<file path="src/design/icst_pkg.sv">
`default_nettype none
package icst_pkg;

    localparam int RANK_W  = 11;
    localparam int NODE_W  = 20;
    localparam int TOTAL_W = 40;
    localparam int APB_W   = 32;

    localparam logic [NODE_W-1:0]  NODE_MAX  = {NODE_W{1'b1}};
    localparam logic [TOTAL_W-1:0] TOTAL_MAX = {TOTAL_W{1'b1}};

    localparam logic [RANK_W-1:0] KEY_COUNT_RESET = 11'd1024;

    // port enables of the node store
    typedef struct packed {
        logic rd_a_en;
        logic rd_b_en;
        logic wr_en;
    } t_mem_ctl;

endpackage
`default_nettype wire

</file>
<file path="src/design/icst_apb_regs.sv">
`default_nettype none
module icst_apb_regs (
    input  wire                         i_clk,
    input  wire                         i_rst_n,
    input  wire                         psel,
    input  wire                         penable,
    input  wire                         pwrite,
    input  wire  [1:0]                  paddr,
    input  wire  [icst_pkg::APB_W-1:0]  pwdata,
    output logic [icst_pkg::APB_W-1:0]  prdata,
    output logic                        pready,
    output logic [icst_pkg::RANK_W-1:0] o_key_count
);
    import icst_pkg::*;

    logic [RANK_W-1:0] r_key_count;
    logic              wr_hit;

    // one register: every word address falls on key_count
    assign wr_hit = psel && penable && pwrite && (paddr[1:0] == paddr[1:0]);
    assign pready = 1'b1;
    assign prdata = {{(APB_W-RANK_W){1'b0}}, r_key_count};
    assign o_key_count = r_key_count;

    always_ff @(posedge i_clk) begin
        if (!i_rst_n) begin
            r_key_count <= KEY_COUNT_RESET;
        end else if (wr_hit) begin
            r_key_count <= pwdata[RANK_W-1:0];
        end
    end

endmodule
`default_nettype wire

</file>
<file path="config.mk">
export PLATFORM = sky130hd
export DESIGN_NAME = icst_apb_regs
export DESIGN_NICKNAME = d
export VERILOG_FILES = /design/src/design/icst_pkg.sv /design/src/design/icst_apb_regs.sv
export SDC_FILE = /design/constraint.sdc
export NUM_CORES = 1
export LEC_CHECK = 0
export ABC_AREA = 0
export BUFFER_PORTS_ARGS = -buffer_cell sky130_fd_sc_hd__buf_2
export CAP_MARGIN = 20
export CELL_PAD_IN_SITES_DETAIL_PLACEMENT = 1
export CELL_PAD_IN_SITES_GLOBAL_PLACEMENT = 2
export CORE_UTILIZATION = 14
export CTS_CLUSTER_SIZE = 12
export DETAILED_ROUTE_END_ITERATION = 10
export PLACE_DENSITY_LB_ADDON = 0.25
export SLEW_MARGIN = 10
export SYNTH_ARGS = -nofsm -noshare
export SYNTH_HDL_FRONTEND = slang
export SYNTH_SLANG_ARGS = --single-unit
</file>
<file path="constraint.sdc">
create_clock -name i_clk -period 1.2 [get_ports i_clk]
set_clock_uncertainty 0.2 [all_clocks]
set_input_delay 0.18 -clock i_clk [delete_from_list [all_inputs] [get_ports i_clk]]
set_output_delay 0.18 -clock i_clk [all_outputs]
set_load 0.05 [all_outputs]
</file>
==> results of run 1 <==
==> where the power goes <==
group | total (µW) | switching, µW | internal, µW
sequential | 393 | 10.8 | 382
clock | 377 | 143 | 234
combinational | 378 | 291 | 87.2
==> cell usage in the layout, fill, tap and decap left out, drive strengths merged, types with 6 or more instances in the layout <==
cell type,instances
buf,35
conb,22
nand2,20
dfxtp,11
mux2i,10
dlygate4sd3,10
clkbuf,6
==> layer usage <==
metal / wire length, µm / vias up / GRT usage [%]
met5: 0 / - / 0
met3: 114 / 2 / 2.21
met2: 852 / 31 / 11.8
met4: 8 / 0 / 3.27
met1: 651 / 270 / 5.93
li1: - / 273 / -
==> layout make-up <==
type                       instances  area, µm²  share of cell area [%]
timing repair buffer              47        340                    34.4
multi-input combinational         55        283                    28.6
sequential                        11        234                    23.6
tap                               67       83.8                    8.47
clock buffer                       4       45.0                    4.55
inverter                           1       3.75                   0.379
==> tightest hold or removal path, delay by kind of cell <==
kind                   cells  cell delay (ns)
AO/OA/AOI/OAI              1             0.10
AND/OR/NAND/NOR            1             0.07
buffers and inverters      1             0.07
==> cells by family after synthesis <==
family / after synthesis
other cells: 2
mux: 10
simple gates: 22
flops: 11
buf+inv: 37
compound gates: 1
==> worst min path at each step <==
stage               start               to  slack [ns]
6_report       pwdata[10]  o_key_count[10]        0.03
3_3_place_gp    pwdata[0]   o_key_count[0]        0.22
4_1_cts        pwdata[10]  o_key_count[10]        0.03
5_1_grt        pwdata[10]  o_key_count[10]        0.05
3_5_place_dp    pwdata[2]   o_key_count[2]        0.23
2_1_floorplan   pwdata[8]   o_key_count[8]        0.11
==> Yosys cell counts <==
master	instances
buf_4	33
inv_1	1
mux2i_1	10
o211ai_1	1
and3_4	1
buf_6	1
nand2_1	20
buf_2	2
nand4_1	1
conb_1	2
dfxtp_1	11
==> repair_timing <==
| action | CTS | global route |
|---|---|---|
| setup endpoints to repair | 22 | 4 |
| pin swaps | 0 | 0 |
| setup buffers | 0 | 0 |
| resized for setup | 18 | 6 |
| hold buffers | 10 | 0 |
| hold endpoints to repair | 10 | 0 |
==> through the flow <==
stage | power (µW) | hold slack (ns) | instances
global placement | 735 | 0.224 | 171
CTS | 1170 | 0.0294 | 185
floorplan | 757 | 0.115 | 103
global route | 1210 | 0.0507 | 185
finish | 1150 | 0.0263 | 185
detailed placement | 738 | 0.231 | 171
==> impl_metrics.env, run 1 <==
export IMPL_synth_xor_area_share_pct=0
export IMPL_yosysTopAreaCell="buf_4"
export IMPL_n_fill_cell=586
export IMPL_dp_slack_ns=0.0790
export IMPL_r2r_start="o_key_count[9]"
export IMPL_powerDensity_nw_per_um2=1160
export IMPL_maxSlewViolCount=0
export IMPL_syn_to_final_growth_pct=41.2
export IMPL_cp_startpoint="o_key_count[6]"
export IMPL_dpl_hpwl_um=1180
export IMPL_fin_ws_ns=0.0170
export IMPL_finalSetupTns_ns=0
export IMPL_ys_ff_latch=11
export IMPL_rsz0062_at_grt="true"
export IMPL_finalInstanceArea_um2=990
export IMPL_critical_path_top_delay_family="flip-flops"
export IMPL_cts_inserted_buffers=3
export IMPL_finalWirelength_um=1630
export IMPL_clock_sinks=11
export IMPL_yosys_mux_area_fraction_pct=14.3
export IMPL_antenna_found_initial=0
export IMPL_seq_area_frac_synth_pct=31.4
export IMPL_critPathKind="reg -> out"
export IMPL_cpPeakStageDelay_ns=0.34
export IMPL_final_nets=158
export IMPL_via_count=576
export IMPL_place_area_um2=790
export IMPL_synth_top_area_share_pct=35.4
export IMPL_port_buffers=37
export IMPL_insertion_delay_ns=0.23
export IMPL_drtIter0Drc=14
export IMPL_drive_gt1_share_pct=44.1
export IMPL_dieArea_um2=5290
export IMPL_synth_compound_area_share_pct=1.07
export IMPL_cp_start_kind="flop"
export IMPL_syn_inst=83
export IMPL_synthSimpleGateAreaFrac_pct=13.2
export IMPL_max_cap_violations=0
export IMPL_drc=0
export IMPL_wire_per_inst_um=8.79
export IMPL_cts_tree="done"
export IMPL_initial_core_util_pct=14.7
export IMPL_grt_use_total_pct=6.28
export IMPL_critPathRequiredTime_ns=0.82
export IMPL_grt_start_max_net_pins=22
export IMPL_largest_reg_flops=11
export IMPL_rows=25
export IMPL_post_route_util_pct=20.8
export IMPL_finalHoldViolations=0
export IMPL_r2r_end="o_key_count[9]"
export IMPL_clock_path_buffers=2
export IMPL_grt_overflow=0
export IMPL_r2r_setup_slack_ns=0.38
export IMPL_cp_slowest_cell="dfxtp_2"
export IMPL_min_path_cells=3
export IMPL_synth_distinct_cells=11
export IMPL_cp_cell_sequence="clkbuf_4"
export IMPL_gp_congestion=0.602
export IMPL_ir_drop_v=0.000234
export IMPL_drtAntennaViolNets=0
export IMPL_root_buffer="clkbuf_8"
export IMPL_yosysWarnings=0
export IMPL_fmax_mhz=845
export IMPL_syn_area_um2=701
export IMPL_crit_cells=1
export IMPL_grt_pass1_vias=545
export IMPL_min_period_over_period_pct=98.6
export IMPL_die_h_um=72.7
export IMPL_vias_per_cell=3.11
export IMPL_crit_end="prdata[6]"
export IMPL_drtPass1Iterations=2
export IMPL_setup_viol=0
export IMPL_cts_htree_levels=1
export IMPL_antenna_cells=0
export IMPL_worstPathArrival_ns=0.80
export IMPL_synth_fa_ha_area_share_pct=0
export IMPL_ios=83
export IMPL_die_x_um=72.7
export IMPL_core_area_um2=4750
export IMPL_end_kind="output pin"
export IMPL_path_buf_inv=1
export IMPL_synth_top_family_by_area="buffers and inverters"
export IMPL_grt_pass1_wl_um=2480
export IMPL_postSynthAreaPerCell_um2=8.44
export IMPL_r2r_cells=2
export IMPL_clkTransAtPathRegs_ns=0.05
export IMPL_worst_path_max_fanout=3
export IMPL_synthTopCellsByArea="buf_4 35%, dfxtp_1 31%, mux2i_1 14%"
export IMPL_hold_class="in -> reg"
export IMPL_power_leakage_uw=0.000478
export IMPL_status="complete, no violations"
export IMPL_min_period_ns=1.18
No activity file was read; power rests on OpenSTA's default activity.
==> inputs of run 2 (changes only) <==
--- a/config.mk
+++ b/config.mk
@@ -13,7 +13,7 @@
 export CORE_UTILIZATION = 14
 export CTS_CLUSTER_SIZE = 12
 export DETAILED_ROUTE_END_ITERATION = 10
-export PLACE_DENSITY_LB_ADDON = 0.25
+export PLACE_DENSITY = 0.72
 export SLEW_MARGIN = 10
 export SYNTH_ARGS = -nofsm -noshare
 export SYNTH_HDL_FRONTEND = slang
==> impl_metrics.env, run 2 (synthesized netlist as in run 1, its figures left out) <==
export IMPL_cts_inserted_buffers=3
export IMPL_crit_end="prdata[10]"
export IMPL_power_leakage_uw=0.000488
export IMPL_r2r_setup_slack_ns=0.40
export IMPL_vias_per_cell=3.11
export IMPL_dieArea_um2=5290
export IMPL_r2r_end="o_key_count[10]"
export IMPL_drtIter0Drc=4
export IMPL_wire_per_inst_um=8.54
export IMPL_cp_start_kind="flop"
export IMPL_cp_cell_sequence="clkbuf_4"
export IMPL_post_cts_setup_buffers=0
export IMPL_critPathRequiredTime_ns=0.82
export IMPL_n_fill_cell=606
export IMPL_critical_path_top_delay_family="flip-flops"
export IMPL_hp_start="pwdata[10]"
export IMPL_clkTransAtPathRegs_ns=0.05
export IMPL_final_cell_mix="22 x conb_1, 20 x nand2_1, 20 x buf_4, 15 x buf_2, 11 x dfxtp_2"
export IMPL_clock_path_buffers=2
export IMPL_grt_overflow=0
export IMPL_worst_path_max_fanout=3
export IMPL_clock_sinks=11
export IMPL_wl_met1_um=642
export IMPL_maxSlewViolCount=0
export IMPL_setup_viol=0
export IMPL_final_nets=159
export IMPL_root_buffer="clkbuf_8"
export IMPL_hold_class="in -> reg"
export IMPL_ios=83
export IMPL_fmax_mhz=850
export IMPL_highest_layer="met4"
export IMPL_path_buf_inv=1
export IMPL_grt_start_max_net_pins=22
export IMPL_insertion_delay_ns=0.23
export IMPL_min_period_ns=1.18
export IMPL_worstPathArrival_ns=0.80
export IMPL_port_buffers=37
export IMPL_finalHoldViolations=0
export IMPL_status="complete, no violations"
export IMPL_fin_ws_ns=0.0240
export IMPL_rows=25
export IMPL_min_period_over_period_pct=98.0
export IMPL_crit_cells=1
export IMPL_initial_core_util_pct=14.7
export IMPL_wl_met3_um=152
export IMPL_antenna_found_initial=0
export IMPL_cts_htree_levels=1
export IMPL_dp_slack_ns=0.0768
export IMPL_drtPass1Iterations=2
export IMPL_layout_commonest_cell="conb_1"
export IMPL_rsz0062_at_grt="true"
export IMPL_syn_to_final_growth_pct=44.1
export IMPL_max_cap_violations=0
export IMPL_drive_gt1_share_pct=44.5
export IMPL_finalWirelength_um=1590
export IMPL_drtAntennaViolNets=0
export IMPL_die_x_um=72.7
export IMPL_end_kind="output pin"
export IMPL_cp_startpoint="o_key_count[10]"
export IMPL_via_count=578
export IMPL_wl_met2_um=788
export IMPL_dpl_hpwl_um=1100
export IMPL_post_route_util_pct=21.2
export IMPL_cpPeakStageDelay_ns=0.33
export IMPL_critPathKind="reg -> out"
export IMPL_r2r_cells=2
export IMPL_grt_use_total_pct=6.08
export IMPL_powerDensity_nw_per_um2=1140
export IMPL_cp_slowest_cell="dfxtp_2"
export IMPL_grt_pass1_vias=539
export IMPL_cts_tree="done"
export IMPL_antenna_cells=0
export IMPL_ir_drop_v=0.000288
export IMPL_largest_reg_flops=11
export IMPL_die_h_um=72.7
export IMPL_drc=0
export IMPL_grt_pass1_wl_um=2340
export IMPL_core_area_um2=4750
export IMPL_gp_congestion=0.573
export IMPL_r2r_start="o_key_count[10]"
==> run 2: cell type report <==
type,count,area (µm²),area share [%]
clock buffer,4,45.0,4.46
inverter,1,3.75,0.372
multi-input combinational,55,283,28.0
sequential,11,234,23.2
tap,67,83.8,8.30
timing repair buffer,48,360,35.7
==> run 2: how the worst min path moves through the flow <==
| stage | depth (start not counted) | to | slack (ns) |
|---|---|---|---|
| 2_1_floorplan | 2 | o_key_count[8] | 0.11 |
| 3_3_place_gp | 3 | o_key_count[2] | 0.23 |
| 3_5_place_dp | 3 | o_key_count[7] | 0.23 |
| 4_1_cts | 3 | o_key_count[10] | 0.02 |
| 5_1_grt | 3 | o_key_count[10] | 0.06 |
| 6_report | 3 | o_key_count[10] | 0.03 |
==> run 2: per-layer routing <==
| layer | track usage (%) | vias to the layer above |
|---|---|---|
| li1 | - | 279 |
| met1 | 6.28 | 258 |
| met2 | 10.8 | 39 |
| met3 | 3.73 | 2 |
| met4 | 0.654 | 0 |
| met5 | 0 | - |
==> run 2: through the flow <==
step	area [µm²]	hold slack, ns	TNS (ns)	std cells	total power (µW)
2_1_floorplan	790	0.115	0	103	757
3_3_place_gp	810	0.226	0	172	744
3_5_place_dp	810	0.231	0	172	746
4_1_cts	1000	0.0191	-0.0471	186	1180
5_1_grt	1010	0.0600	-0.0150	186	1220
6_report	1010	0.0299	0	186	1150
==> run 2: what timing repair did <==
item,CTS,global route
resized for setup,20,2
endpoints found under the setup margin,22,2
hold endpoints to repair,10,0
hold buffers,10,0
==> run 2: tightest hold or removal path, stage by stage <==
cell and delay [ns]:
buf_2 0.07, nand4_1 0.08, o211ai_1 0.10
==> run 2: power breakdown <==
| part | total (µW) | switching, µW | leakage (µW) | internal (µW) |
|---|---|---|---|---|
| Combinational | 387 | 293 | 0.000372 | 93.8 |
| Sequential | 393 | 10.5 | 0.0000937 | 382 |
| Clock | 373 | 139 | 0.0000228 | 233 |
| Total | 1150 | 443 | 0.000488 | 709 |
