$ cat config.mk
export PLATFORM = sky130hd
export DESIGN_NAME = icst_walker
export DESIGN_NICKNAME = d
export VERILOG_FILES = /design/src/design/icst_pkg.sv /design/src/design/icst_walker.sv
export SDC_FILE = /design/constraint.sdc
export NUM_CORES = 1
export LEC_CHECK = 0
export BUFFER_PORTS_ARGS = -buffer_cell sky130_fd_sc_hd__buf_2
export CAP_MARGIN = 25
export CORE_ASPECT_RATIO = 0.9
export CORE_MARGIN = 1
export CORE_UTILIZATION = 45
export CTS_CLUSTER_DIAMETER = 80
export CTS_CLUSTER_SIZE = 8
export DETAILED_ROUTE_END_ITERATION = 10
export PLACE_DENSITY = 0.73
export SYNTH_ARGS = -nofsm -noshare
export SYNTH_HDL_FRONTEND = slang
export SYNTH_SLANG_ARGS = --single-unit
$ cat constraint.sdc
create_clock -name i_clk -period 4.39 [get_ports i_clk]
set_input_delay 0.439 -clock i_clk [delete_from_list [all_inputs] [get_ports i_clk]]
set_output_delay 0.439 -clock i_clk [all_outputs]
set_load 0.005 [all_outputs]
$ cat src/design/icst_pkg.sv
`default_nettype none
package icst_pkg;

    localparam int RANK_W  = 11;
    localparam int NODE_W  = 20;
    localparam int TOTAL_W = 40;
    localparam int APB_W   = 32;

    localparam logic [NODE_W-1:0]  NODE_MAX  = {NODE_W{1'b1}};
    localparam logic [TOTAL_W-1:0] TOTAL_MAX = {TOTAL_W{1'b1}};

    localparam logic [RANK_W-1:0] KEY_COUNT_RESET = 11'd1024;

    // port enables of the node store
    typedef struct packed {
        logic rd_a_en;
        logic rd_b_en;
        logic wr_en;
    } t_mem_ctl;

endpackage
`default_nettype wire

$ cat src/design/icst_walker.sv
`default_nettype none
module icst_walker #(
    parameter int KEYS   = 1024,
    parameter int ADDR_W = 11
) (
    input  wire                           i_clk,
    input  wire                           i_rst_n,
    input  wire  [icst_pkg::RANK_W-1:0]   i_key_count,
    input  wire                           i_in_valid,
    output logic                          o_in_ready,
    input  wire  [icst_pkg::RANK_W-1:0]   i_rank,
    output logic                          o_out_valid,
    input  wire                           i_out_ready,
    output logic [icst_pkg::NODE_W-1:0]   o_greater_count,
    output logic [icst_pkg::TOTAL_W-1:0]  o_inversion_total,
    output logic                          o_rank_error,
    output icst_pkg::t_mem_ctl            o_mem_ctl,
    output logic [ADDR_W-1:0]             o_rd_a_addr,
    output logic [ADDR_W-1:0]             o_rd_b_addr,
    output logic [ADDR_W-1:0]             o_wr_addr,
    output logic [icst_pkg::NODE_W-1:0]   o_wr_data,
    input  wire  [icst_pkg::NODE_W-1:0]   i_rd_a_data,
    input  wire  [icst_pkg::NODE_W-1:0]   i_rd_b_data
);
    import icst_pkg::*;

    localparam int DEPTH = 2 * KEYS;
    localparam int LW    = ADDR_W + 1;
    localparam int EW    = $clog2(KEYS + 1);
    localparam int SW    = NODE_W + 2;

    localparam logic [2:0] ST_CLR  = 3'd0;
    localparam logic [2:0] ST_IDLE = 3'd1;
    localparam logic [2:0] ST_UPD  = 3'd2;
    localparam logic [2:0] ST_GAP  = 3'd3;
    localparam logic [2:0] ST_QRY  = 3'd4;
    localparam logic [2:0] ST_FIN  = 3'd5;

    logic [2:0]          r_state, n_state;
    logic [ADDR_W-1:0]   r_clr_adr, n_clr_adr;
    logic [ADDR_W-1:0]   r_p, n_p;
    logic [ADDR_W-1:0]   r_wadr, n_wadr;
    logic                r_wpend, n_wpend;
    logic [LW-1:0]       r_lo, n_lo;
    logic [LW-1:0]       r_hi, n_hi;
    logic                r_pa, n_pa;
    logic                r_pb, n_pb;
    logic [NODE_W-1:0]   r_sum, n_sum;
    logic                r_err, n_err;
    logic [TOTAL_W-1:0]  r_total, n_total;
    logic                r_out_valid, n_out_valid;
    logic [NODE_W-1:0]   r_out_gc;
    logic [TOTAL_W-1:0]  r_out_tot;
    logic                r_out_err;

    logic [EW-1:0]       eff_keys;
    logic                rank_bad;
    logic                accept;
    logic                more;
    logic                out_free;
    logic                load_out;
    logic [SW-1:0]       acc;
    logic [TOTAL_W:0]    tot_add;
    logic [TOTAL_W-1:0]  tot_sat;

    always_comb begin
        if (32'(i_key_count) > 32'(KEYS)) begin
            eff_keys = EW'(KEYS);
        end else begin
            eff_keys = EW'(i_key_count);
        end
    end

    assign rank_bad   = (i_rank == '0) || (32'(i_rank) > 32'(eff_keys));
    assign o_in_ready = (r_state == ST_IDLE);
    assign accept     = o_in_ready && i_in_valid;
    assign more       = (r_lo < r_hi);
    assign out_free   = !r_out_valid || i_out_ready;
    assign load_out   = (r_state == ST_FIN) && out_free;

    // port A walks the update path, then serves the left edge of the query
    always_comb begin
        o_mem_ctl.rd_a_en = (r_state == ST_UPD) || ((r_state == ST_QRY) && more && r_lo[0]);
        o_mem_ctl.rd_b_en = (r_state == ST_QRY) && more && r_hi[0];
        o_mem_ctl.wr_en   = (r_state == ST_CLR) || r_wpend;
        o_rd_a_addr       = (r_state == ST_UPD) ? r_p : r_lo[ADDR_W-1:0];
        o_rd_b_addr       = ADDR_W'(r_hi - LW'(1));
        o_wr_addr         = (r_state == ST_CLR) ? r_clr_adr : r_wadr;
        if (r_state == ST_CLR) begin
            o_wr_data = '0;
        end else if (i_rd_a_data == NODE_MAX) begin
            o_wr_data = NODE_MAX;
        end else begin
            o_wr_data = i_rd_a_data + NODE_W'(1);
        end
    end

    always_comb begin
        acc = SW'(r_sum) + (r_pa ? SW'(i_rd_a_data) : SW'(0))
                         + (r_pb ? SW'(i_rd_b_data) : SW'(0));
        tot_add = {1'b0, r_total} + (TOTAL_W+1)'(r_sum);
        tot_sat = tot_add[TOTAL_W] ? TOTAL_MAX : tot_add[TOTAL_W-1:0];
    end

    always_comb begin
        n_state     = r_state;
        n_clr_adr   = r_clr_adr;
        n_p         = r_p;
        n_wadr      = r_wadr;
        n_wpend     = 1'b0;
        n_lo        = r_lo;
        n_hi        = r_hi;
        n_pa        = 1'b0;
        n_pb        = 1'b0;
        n_sum       = (acc > SW'(NODE_MAX)) ? NODE_MAX : acc[NODE_W-1:0];
        n_err       = r_err;
        n_total     = r_total;
        n_out_valid = r_out_valid && !i_out_ready;

        unique case (r_state)
            ST_CLR: begin
                n_clr_adr = r_clr_adr + ADDR_W'(1);
                if (r_clr_adr == ADDR_W'(DEPTH - 1)) begin
                    n_state = ST_IDLE;
                end
            end
            ST_IDLE: begin
                if (accept) begin
                    n_sum = '0;
                    n_err = rank_bad;
                    n_p   = ADDR_W'(32'(KEYS) + 32'(i_rank) - 32'd1);
                    n_lo  = LW'(32'(KEYS) + 32'(i_rank));
                    n_hi  = LW'(32'(KEYS) + 32'(eff_keys));
                    n_state = rank_bad ? ST_FIN : ST_UPD;
                end
            end
            ST_UPD: begin
                // read this node now, write it back next cycle
                n_wpend = 1'b1;
                n_wadr  = r_p;
                n_p     = r_p >> 1;
                if (r_p == ADDR_W'(1)) begin
                    n_state = ST_GAP;
                end
            end
            ST_GAP: begin
                // root write lands here, query reads start after it
                n_state = ST_QRY;
            end
            ST_QRY: begin
                if (more) begin
                    n_pa = r_lo[0];
                    n_pb = r_hi[0];
                    n_lo = (r_lo + LW'(r_lo[0])) >> 1;
                    n_hi = (r_hi - LW'(r_hi[0])) >> 1;
                end else begin
                    n_state = ST_FIN;
                end
            end
            ST_FIN: begin
                if (out_free) begin
                    n_out_valid = 1'b1;
                    if (!r_err) begin
                        n_total = tot_sat;
                    end
                    n_state = ST_IDLE;
                end
            end
            default: begin
                n_state = ST_CLR;
            end
        endcase
    end

    always_ff @(posedge i_clk) begin
        if (!i_rst_n) begin
            r_state     <= ST_CLR;
            r_clr_adr   <= '0;
            r_wpend     <= 1'b0;
            r_pa        <= 1'b0;
            r_pb        <= 1'b0;
            r_total     <= '0;
            r_out_valid <= 1'b0;
        end else begin
            r_state     <= n_state;
            r_clr_adr   <= n_clr_adr;
            r_wpend     <= n_wpend;
            r_pa        <= n_pa;
            r_pb        <= n_pb;
            r_total     <= n_total;
            r_out_valid <= n_out_valid;
        end
    end

    always_ff @(posedge i_clk) begin
        r_p    <= n_p;
        r_wadr <= n_wadr;
        r_lo   <= n_lo;
        r_hi   <= n_hi;
        r_sum  <= n_sum;
        r_err  <= n_err;
        if (load_out) begin
            r_out_gc  <= r_sum;
            r_out_tot <= r_err ? r_total : tot_sat;
            r_out_err <= r_err;
        end
    end

    assign o_out_valid       = r_out_valid;
    assign o_greater_count   = r_out_gc;
    assign o_inversion_total = r_out_tot;
    assign o_rank_error      = r_out_err;

endmodule
`default_nettype wire

==> results by group, run 1 <==
Status
  • Status: complete, no violations

Setup path
  • Max FO, Critical Path: 20
  • Crit path launch type: flip-flop
  • Worst EP required: between 4 and 5 ns
  • Critical Path End Type: flip-flop
  • Cells on worst reg2reg path: 15
  • Worst path slowest cell: dfxtp_1
  • Reg-to-reg slack, setup: ~0.35 ns
  • Setup CP Type: flip-flop to flip-flop
  • Worst r2r src: r_pa
  • Arrival @ worst endpoint: around 4.3 ns
  • CP cell instances: nand2_1 -> fa_1 -> inv_1 -> ha_1 -> inv_1 -> fa_1 -> nor2b_1 -> o31a_1 -> o211ai_2 -> nand2_2 -> a211o_1 -> o31a_1 -> o41ai_4 -> buf_4 -> a21oi_1
  • Reg-to-Reg End: r_sum[18]
  • CP peak stage delay: between 0.6 and 0.7 ns

CTS
  • Clock sinks: 186
  • # hold bufs at CTS: 0
  • Max clock buf depth: 2
  • CTS Root Buffer Type: clkbuf_16
  • Clk slew on worst S/H paths: about 0.07 ns
  • CTS Buf Count: 17
  • Post-CTS Resized: 0
  • Skew-Pair Late Insertion Delay: between 0.4 and 0.5 ns
  • Post-CTS Repair Setup Buffers: 0
  • CTS tree: done
  • H-tree lvl count: 4

Route
  • Via density: 5.53
  • DRT Pass-1 Iters: 7
  • Drt drc: 0
  • Routed vias: slightly below 10k
  • WL/cell: approximately 16 um
  • Final ANT Viol Nets: 0
  • 1st-iter DRT viols: 685
  • Final WL: between 20,000 and 30,000 um

Min path
  • Hold Path Class: input pin to flip-flop
  • Hold worst-path end: o_out_valid
  • WHS Path Cells: 3
  • Hold Path Origin: i_out_ready

GRT
  • Vias in the first global route: 9,134
  • Pin count of the biggest net entering global routing: between 60 and 70
  • Total gr overflow: 0
  • Initial antenna violation count: 1
  • All-layer global routing usage: around 22%
  • Global-route wire length before repair: ~45,000 um

Placed design
  • Placed cell area: between 10,000 and 15,000 um^2
  • Gpl congestion: 0.907
  • DP Wirelength: roughly 21,000 um
  • IO buf count: between 150 and 200

STA
  • TNS Setup: 0 ns
  • Setup-failing EPs final: 0
  • Final hold violation count: 0
  • Worst slew margin: roughly 36%
  • Final Skew: 0.0154 ns
  • Worst Tran Pin Value: 0.966 ns
  • Crit share post-route: between 90 and 100%
  • RSZ-0062 raised after global routing: no
  • Min Tclk post-route: between 4 and 5 ns
  • Hold slack: about 0.33 ns
  • Maximum clock frequency: between 200 and 250 MHz
  • Fin. max-slew vios: 0

Pwr
  • LEAKAGE: 5.72 nW
  • Peak VDD IR: about 0.24 mV
  • PD cells: around 320 nW/um^2

Layout
  • Post-route cell area: 13,400 um^2
  • Layout cell share with drive strength beyond 1: 18.5%
  • Most frequent cells in the layout: 184 x buf_2, 175 x nand2_1, 113 x a21oi_1
  • Final Net Count: ~1.6k
  • Layout area overhead: 15.6%
  • Most common cell after layout, fill and taps aside: buf_2

Logic synthesis
  • Area of the mapped netlist: about 12,000 um^2
  • Post-synth EDFFs: roughly 110
  • Number of synthesis warnings: 0
  • Synth Register Bits: around 190
  • Mapped Cells: ~1.2k
  • Synth Area per Inst: 9.38 um^2
  • Post-Syn Nets: 1,393
  • Ys async rst share: 0%
  • Yosys cell types: 67
  • Top FF cell, synth: edfxtp_1
  • Part of the Yosys area used for sequential elements: about two fifths

Die
  • Initial Utilization: roughly 46%
  • Die area: approximately 26,000 um^2
  • I/O pin count: approximately 190
  • Die H: approximately 150 um
  • Rows: between 50 and 60
  • Core Region: 25,300 um^2
  • Die width: about 170 um

Job
  • Max_cap viols: 0
==> registers in the layout, summed over array words and instances (netlist names), 3 cells and up <==
signal,count
o_greater_count,20
r_clr_adr,11
r_total,40
r_lo,12
r_wadr,11
r_hi,12
r_state,3
o_inversion_total,40
r_p,11
r_sum,20
==> report_power, final <==
group / switching (mW) / internal (mW) / total (mW) / leakage, nW
sequential: 0.0961 / 1.94 / 2.04 / 1.62
combinational: 0.414 / 0.312 / 0.726 / 3.82
clock: 0.745 / 0.759 / 1.50 / 0.278
total: 1.26 / 3.01 / 4.27 / 5.72
==> how the worst max path moves through the flow <==
stage | start | to | cells past startpoint
floorplan | r_pa | r_sum[10] | 16
global route | r_pa | r_sum[7] | 15
finish | r_pa | r_sum[18] | 15
CTS | r_pa | r_sum[0] | 15
detailed placement | r_pa | r_sum[0] | 15
global placement | r_pa | r_sum[0] | 15
==> cell usage after synthesis (6+ instances only) <==
| cell | count | area, um^2 |
|---|---|---|
| nand4_1 | 18 | 113 |
| nor3_1 | 13 | 65.1 |
| a31oi_1 | 15 | 93.8 |
| a211oi_1 | 6 | 45.0 |
| a21o_1 | 22 | 165 |
| nor4_1 | 12 | 75.1 |
| o21ai_0 | 59 | 295 |
| edfxtp_1 | 108 | 3240 |
| fa_1 | 22 | 440 |
| nor2b_1 | 12 | 75.1 |
| clkbuf_1 | 46 | 173 |
| and4_1 | 7 | 61.3 |
| dfxtp_1 | 78 | 1560 |
| mux2i_1 | 8 | 80.1 |
| a311oi_1 | 10 | 87.6 |
| a21oi_1 | 113 | 566 |
| and2_1 | 44 | 275 |
| ha_1 | 67 | 838 |
| and3_1 | 22 | 138 |
| nand2b_1 | 15 | 93.8 |
| xnor2_1 | 49 | 429 |
| xor2_1 | 47 | 412 |
| nand3_1 | 27 | 135 |
| nand2_1 | 175 | 657 |
| inv_1 | 37 | 139 |
| o21a_1 | 11 | 82.6 |
| mux2_2 | 16 | 180 |
| o211ai_1 | 23 | 173 |
| nor2_1 | 84 | 315 |
==> metal layers <==
layer | track usage, % | up-vias | share of wire, %
met4 | 5.95 | 0 | 1.5
li1 | - | 4781 | -
met3 | 3.76 | 32 | 5.8
met5 | 0 | - | 0
met1 | 27.8 | 4582 | 45
met2 | 37.4 | 304 | 48
==> critical path, delay by kind of cell (launching register included) <==
kind	cells	cell delay, ns
and+or+nand+nor	3	0.35
AOI/OAI and AO/OA	6	1.57
adders and majority gates	3	0.96
DFF	1	0.61
buffers and inverters	3	0.39
==> cell families after synthesis <==
group,count (synthesis),synth area share [%]
AOI/OAI and AO/OA,302,16.4
muxes,24,2.24
buffers and inverters,91,3.05
xor gates and xnor gates,96,7.24
adders and majority gates,89,11.0
DFF,186,41.4
and+or+nand+nor,450,18.6
==> area by class of cell <==
type,count,area (um^2)
timing repair buffer,194,996
multi-input combinational,961,6460
fill,2288,11800
clock inverter,14,151
clock buffer,17,425
antenna,1,2.50
sequential,186,4800
inverter,38,144
tap,342,428
==> per-stage QoR <==
step | instances | util (%) | power, mW | setup WS [ns]
finish | 1753 | 53.1 | 4.27 | 0.345
global route | 1752 | 53.1 | 4.47 | 0.0800
CTS | 1752 | 53.1 | 4.30 | 0.331
detailed placement | 1721 | 50.8 | 2.80 | 0.333
global placement | 1721 | 50.8 | 2.78 | 0.482
floorplan | 1238 | - | 2.51 | 0.872
Power figures use the tool's default switching activity.
==> run 2, diff against run 1 <==
Settings changed: PLACE_DENSITY 0.73 to 0.66.
==> results by group, run 2 (synthesis results as in run 1) <==
CTS
  • Skew-Pair Late Insertion Delay: 0.44 ns (about the same)
  • CTS Root Buffer Type: clkbuf_16
  • Clock sinks: 186 (unchanged)
  • # hold bufs at CTS: 0 (unchanged)
  • Max clock buf depth: 2 (unchanged)
  • H-tree lvl count: 4 (unchanged)
  • CTS tree: done
  • CTS Buf Count: 17 (unchanged)
  • Post-CTS Resized: 0 (unchanged)
  • Post-CTS Repair Setup Buffers: 0 (unchanged)
  • Clk slew on worst S/H paths: 0.07 ns (about the same)

Setup path
  • Max FO, Critical Path: 20 (unchanged)
  • Critical Path End Type: flip-flop
  • Cells on worst reg2reg path: 15 (unchanged)
  • Arrival @ worst endpoint: 4.30 ns (-0.04 ns)
  • Setup CP Type: flip-flop to flip-flop
  • Reg-to-Reg End: r_sum[0]
  • Worst EP required: 4.68 ns (about the same)
  • Worst r2r src: r_pa
  • Reg-to-reg slack, setup: 0.37 ns (+0.03 ns)
  • Crit path launch type: flip-flop

Layout
  • Most frequent cells in the layout: 184 x buf_2, 175 x nand2_1, 113 x a21oi_1
  • Filler instances: 2,378 (+3.9%)
  • Footprint of the multi-input gates: 6460 um^2 (unchanged)
  • Number of diodes: 0 (-1)
  • Sequential cell area: 4800 um^2 (unchanged)
  • Most common cell after layout, fill and taps aside: buf_2
  • Layout area overhead: 15.7%
  • Layout cell share with drive strength beyond 1: 18.7% (+0.17 points)
  • Final Net Count: 1,555 (+0.13%)
  • Post-route cell area: 13,400 um^2 (+0.11%)
  • Layout Cells excl Fill: 1,755 (+0.11%)

Route
  • Final ANT Viol Nets: 0 (unchanged)
  • 1st-iter DRT viols: 608 (-11%)
  • Routed vias: 9,618 (-0.84%)
  • Drt drc: 0 (unchanged)
  • Via density: 5.48 (-0.95%)
  • DRT Pass-1 Iters: 8 (+1)
  • Final WL: 28,600 um (+2.5%)
  • WL/cell: 16.3 um (+2.4%)

Pwr
  • Peak VDD IR: 0.219 mV (-7.6%)
  • Post-layout total power: 4.29 mW (+0.59%)
  • PD cells: 320 nW/um^2 (+0.48%)
  • LEAKAGE: 5.74 nW (+0.35%)

STA
  • Worst Tran Pin Value: 0.925 ns (-0.0413 ns)
  • TNS Setup: 0 ns (unchanged)
  • Worst slew margin: 38.1% (+2.6 points)
  • Crit share post-route: 91.5% (-0.68 points)
  • RSZ-0062 raised after global routing: no
  • Maximum clock frequency: 249 MHz (+0.74%)
  • Hold slack: 0.344 ns (+0.0129 ns)
  • Final Skew: 0.00925 ns (-0.00618 ns)
  • Final hold violation count: 0 (unchanged)
  • Min Tclk post-route: 4.02 ns (-0.0298 ns)
  • Fin. max-slew vios: 0 (unchanged)
  • Setup-failing EPs final: 0 (unchanged)

Die
  • Rows: 55 (unchanged)
  • I/O pin count: 185 (unchanged)
  • Die area: 26,400 um^2 (unchanged)
  • Die width: 171 um (unchanged)
  • Core Region: 25,300 um^2 (unchanged)
  • Die H: 154 um (unchanged)
  • Initial Utilization: 46.0% (unchanged)

Min path
  • Hold Path Class: input pin to flip-flop
  • Hold worst-path end: o_out_valid
  • Hold Path Origin: i_out_ready
  • WHS Path Cells: 3 (unchanged)

Placed design
  • IO buf count: 184 (unchanged)
  • DP Wirelength: 21,500 um (+2.2%)
  • Placed cell area: 12,900 um^2 (+0.12%)
  • Gpl congestion: 0.920 (+1.4%)
  • # placed instances: 1,723 (+0.12%)

Job
  • Max_cap viols: 0 (unchanged)

GRT
  • Pin count of the biggest net entering global routing: 56 (-15%)
  • Global-route wire length before repair: 46,200 um (+1.9%)
  • Total gr overflow: 0 (unchanged)
  • All-layer global routing usage: 22.0% (+0.36 points)
  • Vias in the first global route: 9,205 (+0.78%)
  • Initial antenna violation count: 0 (-1)

Status
  • Status: complete, no violations
## run 2: layout make-up
type	count	share of cell area [%]
clock inverter	13	0.941
clock buffer	19	3.37
sequential	186	35.8
multi-input combinational	961	48.1
tap	342	3.19
timing repair buffer	196	7.53
inverter	38	1.07
## run 2: where the power goes
part | internal, mW | leakage [nW] | switching, mW
logic | 0.313 | 3.83 | 0.412
registers | 1.94 | 1.62 | 0.104
clock network | 0.782 | 0.287 | 0.741
## run 2: worst max-delay path by stage
stage,startpoint,to
after global placement,r_pa,r_sum[2]
after floorplan,r_pa,r_sum[10]
final,r_pa,r_sum[0]
after detailed placement,r_pa,r_sum[0]
after CTS,r_pa,r_sum[0]
after global routing,r_pa,r_sum[9]
## run 2: per-layer routing
layer | track usage (%) | vias up | wire length, um
li1 | - | 4782 | -
met1 | 29.4 | 4516 | 13100
met2 | 36.1 | 274 | 13500
met3 | 4.07 | 46 | 1520
met4 | 6.51 | 0 | 497
met5 | 0 | - | 0
## run 2: critical path, stage by stage, from the launching register on
cell	delay, ns
dfxtp_1	0.62
nand2_1	0.14
fa_1	0.52
inv_1	0.04
ha_1	0.21
inv_1	0.07
fa_1	0.20
nor2b_1	0.08
o31a_1	0.30
o211ai_2	0.19
nand2_2	0.10
a211o_1	0.31
o31a_1	0.32
o41ai_4	0.43
buf_4	0.27
a21oi_1	0.08
## run 2: stage by stage
step / util [%] / setup WS [ns]
final: 53.2 / 0.375
after global routing: 53.2 / 0.0335
after CTS: 53.2 / 0.348
after detailed placement: 50.9 / 0.356
after global placement: 50.9 / 0.465
after floorplan: - / 0.872
==> run 3, diff against run 2 <==
Settings changed: ABC_AREA set to 1, CTS_CLUSTER_SIZE 8 to not set, PLACE_DENSITY 0.66 to 0.65.
==> results by group, run 3 <==
Logic synthesis
  • Synth Register Bits: 186 (unchanged)
  • Number of synthesis warnings: 0 (unchanged)
  • Part of the Yosys area used for sequential elements: 37.5% (-3.9 points)
  • Area of the mapped netlist: 12,800 um^2 (+10%)
  • Synth top area share: 25.3% (-2.6 points)
  • Synth Area per Inst: 7.20 um^2 (-23%)
  • Top FF cell, synth: edfxtp_1
  • Compound-gate portion of the synthesized area: 8.71% (-7.7 points)
  • Post-synthesis mux area share: 0.156% (-2.1 points)
  • Post-synth EDFFs: 108 (unchanged)
  • Adder-cell share of the synthesized area: 9.98% (-1.0 points)
  • Dominant cell type by area after synthesis: edfxtp_1
  • Most common cell in the netlist: nand2_1
  • Yosys cell types: 43 (-36%)
  • Ys async rst share: 0% (unchanged)
  • Mapped Cells: 1,779 (+44%)
  • Top cells by area, synth: edfxtp_1 25%, nand2_1 14%, dfxtp_1 12%
  • Synth Area in XOR/XNOR: 3.62% (-3.6 points)
  • Commonest cells post-synth: 487 x nand2_1, 281 x inv_1, 198 x nor2_1
  • Post-Syn Nets: 1,934 (+39%)
  • Simple-gate area share of the yosys netlist: 29.9% (+11 points)
  • Largest family of logic cells by synthesized area: simple AND/OR/NAND/NOR gates

Layout
  • Most frequent cells in the layout: 487 x nand2_1, 281 x inv_1, 197 x nor2_1
  • Layout cell share with drive strength beyond 1: 12.8% (-5.9 points)
  • Most common cell after layout, fill and taps aside: nand2_1
  • Final Net Count: 2,101 (+35%)
  • Layout area overhead: 14.7%
  • Layout Cells excl Fill: 2,319 (+32%)
  • Number of diodes: 0 (unchanged)

Pwr
  • Post-layout total power: 4.11 mW (-4.2%)
  • PD cells: 280 nW/um^2 (-12%)
  • LEAKAGE: 7.39 nW (+29%)
  • Peak VDD IR: 0.254 mV (+16%)

Route
  • Routed vias: 11.8k (+23%)
  • WL/cell: 14.8 um (-9.1%)
  • Final WL: 34,400 um (+20%)
  • DRT Pass-1 Iters: 8 (unchanged)
  • Final ANT Viol Nets: 0 (unchanged)
  • Met2 WL: 15,400 um (+15%)
  • Drt drc: 10 (+10)
  • WL met3: 1820 um (+20%)
  • Top layer in use: met4
  • 1st-iter DRT viols: 905 (+49%)
  • Via density: 5.10 (-7.0%)
  • M1 WL: 16,700 um (+27%)

CTS
  • CTS Root Buffer Type: clkbuf_16
  • Max clock buf depth: 2 (unchanged)
  • CTS tree: done
  • Clock sinks: 186 (unchanged)
  • H-tree lvl count: 4 (unchanged)
  • Skew-Pair Late Insertion Delay: 0.44 ns (about the same)
  • # hold bufs at CTS: 0 (unchanged)
  • Clk slew on worst S/H paths: 0.07 ns (about the same)
  • CTS Buf Count: 17 (unchanged)
  • Post-CTS Resized: 0 (unchanged)
  • Post-CTS Repair Setup Buffers: 0 (unchanged)

Job
  • Max_cap viols: 0 (unchanged)

Die
  • Die width: 180 um (+5.0%)
  • Core Region: 27,900 um^2 (+11%)
  • Die H: 162 um (+5.0%)
  • Die area: 29,100 um^2 (+10%)
  • I/O pin count: 185 (unchanged)
  • Initial Utilization: 45.8% (-0.12 points)
  • Rows: 58 (+5.5%)

Status
  • Failing checks: design-rule violations
  • Status: complete, but fails checks

Placed design
  • # placed instances: 2,286 (+33%)
  • DP Wirelength: 26,800 um (+25%)
  • IO buf count: 184 (unchanged)
  • Gpl congestion: 0.933 (+1.4%)

STA
  • Setup-failing EPs final: 0 (unchanged)
  • Maximum clock frequency: 274 MHz (+10%)
  • Worst Tran Pin Value: 0.938 ns (+0.0133 ns)
  • Worst slew margin: 37.4% (-0.70 points)
  • Fin. max-slew vios: 0 (unchanged)
  • Crit share post-route: 83.0% (-8.5 points)
  • Final Skew: 0.0100 ns (+0.000791 ns)
  • TNS Setup: 0 ns (unchanged)
  • RSZ-0062 raised after global routing: no
  • Min Tclk post-route: 3.64 ns (-0.372 ns)
  • Final hold violation count: 0 (unchanged)

GRT
  • Vias in the first global route: 10.8k (+18%)
  • Total gr overflow: 0 (unchanged)
  • Initial antenna violation count: 0 (unchanged)
  • Pin count of the biggest net entering global routing: 52 (-7.1%)
  • All-layer global routing usage: 23.8% (+1.7 points)
  • Global-route wire length before repair: 55,400 um (+20%)

Setup path
  • Worst EP required: 4.76 ns (+0.08 ns)
  • Crit-path most repeated cell: nand2_1
  • Worst path slowest cell: dfxtp_1
  • Critical Path End Type: flip-flop
  • Arrival @ worst endpoint: 4.01 ns (-0.29 ns)
  • Setup CP Type: flip-flop to flip-flop
  • Worst r2r src: r_pb
  • Max FO, Critical Path: 20 (unchanged)
  • CP cell instances: nand2_1 -> fa_1 -> inv_1 -> ha_1 -> inv_1 -> fa_1 -> inv_1 -> nand3_1 -> nand2_1 -> nand4_1 -> nand2_1 -> nand3_1 -> nand2_1 -> nand2_1 -> nand3_1 -> nor2_1 -> nor2_1
  • Crit path launch type: flip-flop
  • Crit path launch: r_pb
  • CP peak stage delay: 0.74 ns (+0.12 ns)

Min path
  • Hold Path Class: input pin to flip-flop
  • Hold Path Origin: i_out_ready
[run 3: worst max-delay path: cells and delay by family (launching register included)]
| kind | cells | cell delay (ns) |
|---|---|---|
| and+or+nand+nor | 11 | 1.58 |
| adders and majority gates | 3 | 1.00 |
| buffers and inverters | 3 | 0.24 |
| DFF | 1 | 0.74 |
[run 3: metal layers]
layer / global-route usage, % / vias to the layer above
met3: 3.65 / 26
met2: 38.9 / 326
met4: 5.64 / 0
met1: 33.0 / 5397
li1: - / 6069
met5: 0 / -
[run 3: layout make-up]
type,instances,area [um^2]
Clock buffer,19,443
Clock inverter,13,164
Fill cell,2713,13200
Inverter,286,1080
Multi-Input combinational cell,1260,6720
Sequential cell,186,4800
Tap cell,360,450
Timing Repair Buffer,195,1040
[run 3: logic make-up after synthesis]
kind of cell	after synthesis
AOI/OAI and AO/OA	214
muxes	2
adders and majority gates	89
and+or+nand+nor	902
buffers and inverters	333
xor gates and xnor gates	53
DFF	186
[run 3: final timing paths]
path                               endpoint  slack (ns)  cells after the start
worst max register to register    r_sum[17]        0.75                     17
worst min register to register    r_wadr[3]        0.46                      0
worst min-delay path            o_out_valid        0.33                      4
worst max-delay path              r_sum[17]        0.75                     17
[run 3: report_power, final]
part	internal [mW]	switching (mW)
Combinational	0.196	0.350
Sequential	1.89	0.0745
Clock	0.917	0.687
Total	3.00	1.11
[run 3: per-stage QoR]
step / hold slack (ns) / area [um^2] / util [%] / setup slack [ns]
floorplan: 0.424 / 12800 / - / 1.55
global placement: 0.440 / 14100 / 50.3 / 0.847
detailed placement: 0.437 / 14100 / 50.3 / 0.714
CTS: 0.329 / 14700 / 52.5 / 0.706
global route: 0.337 / 14700 / 52.6 / 0.273
finish: 0.334 / 14700 / 52.6 / 0.747
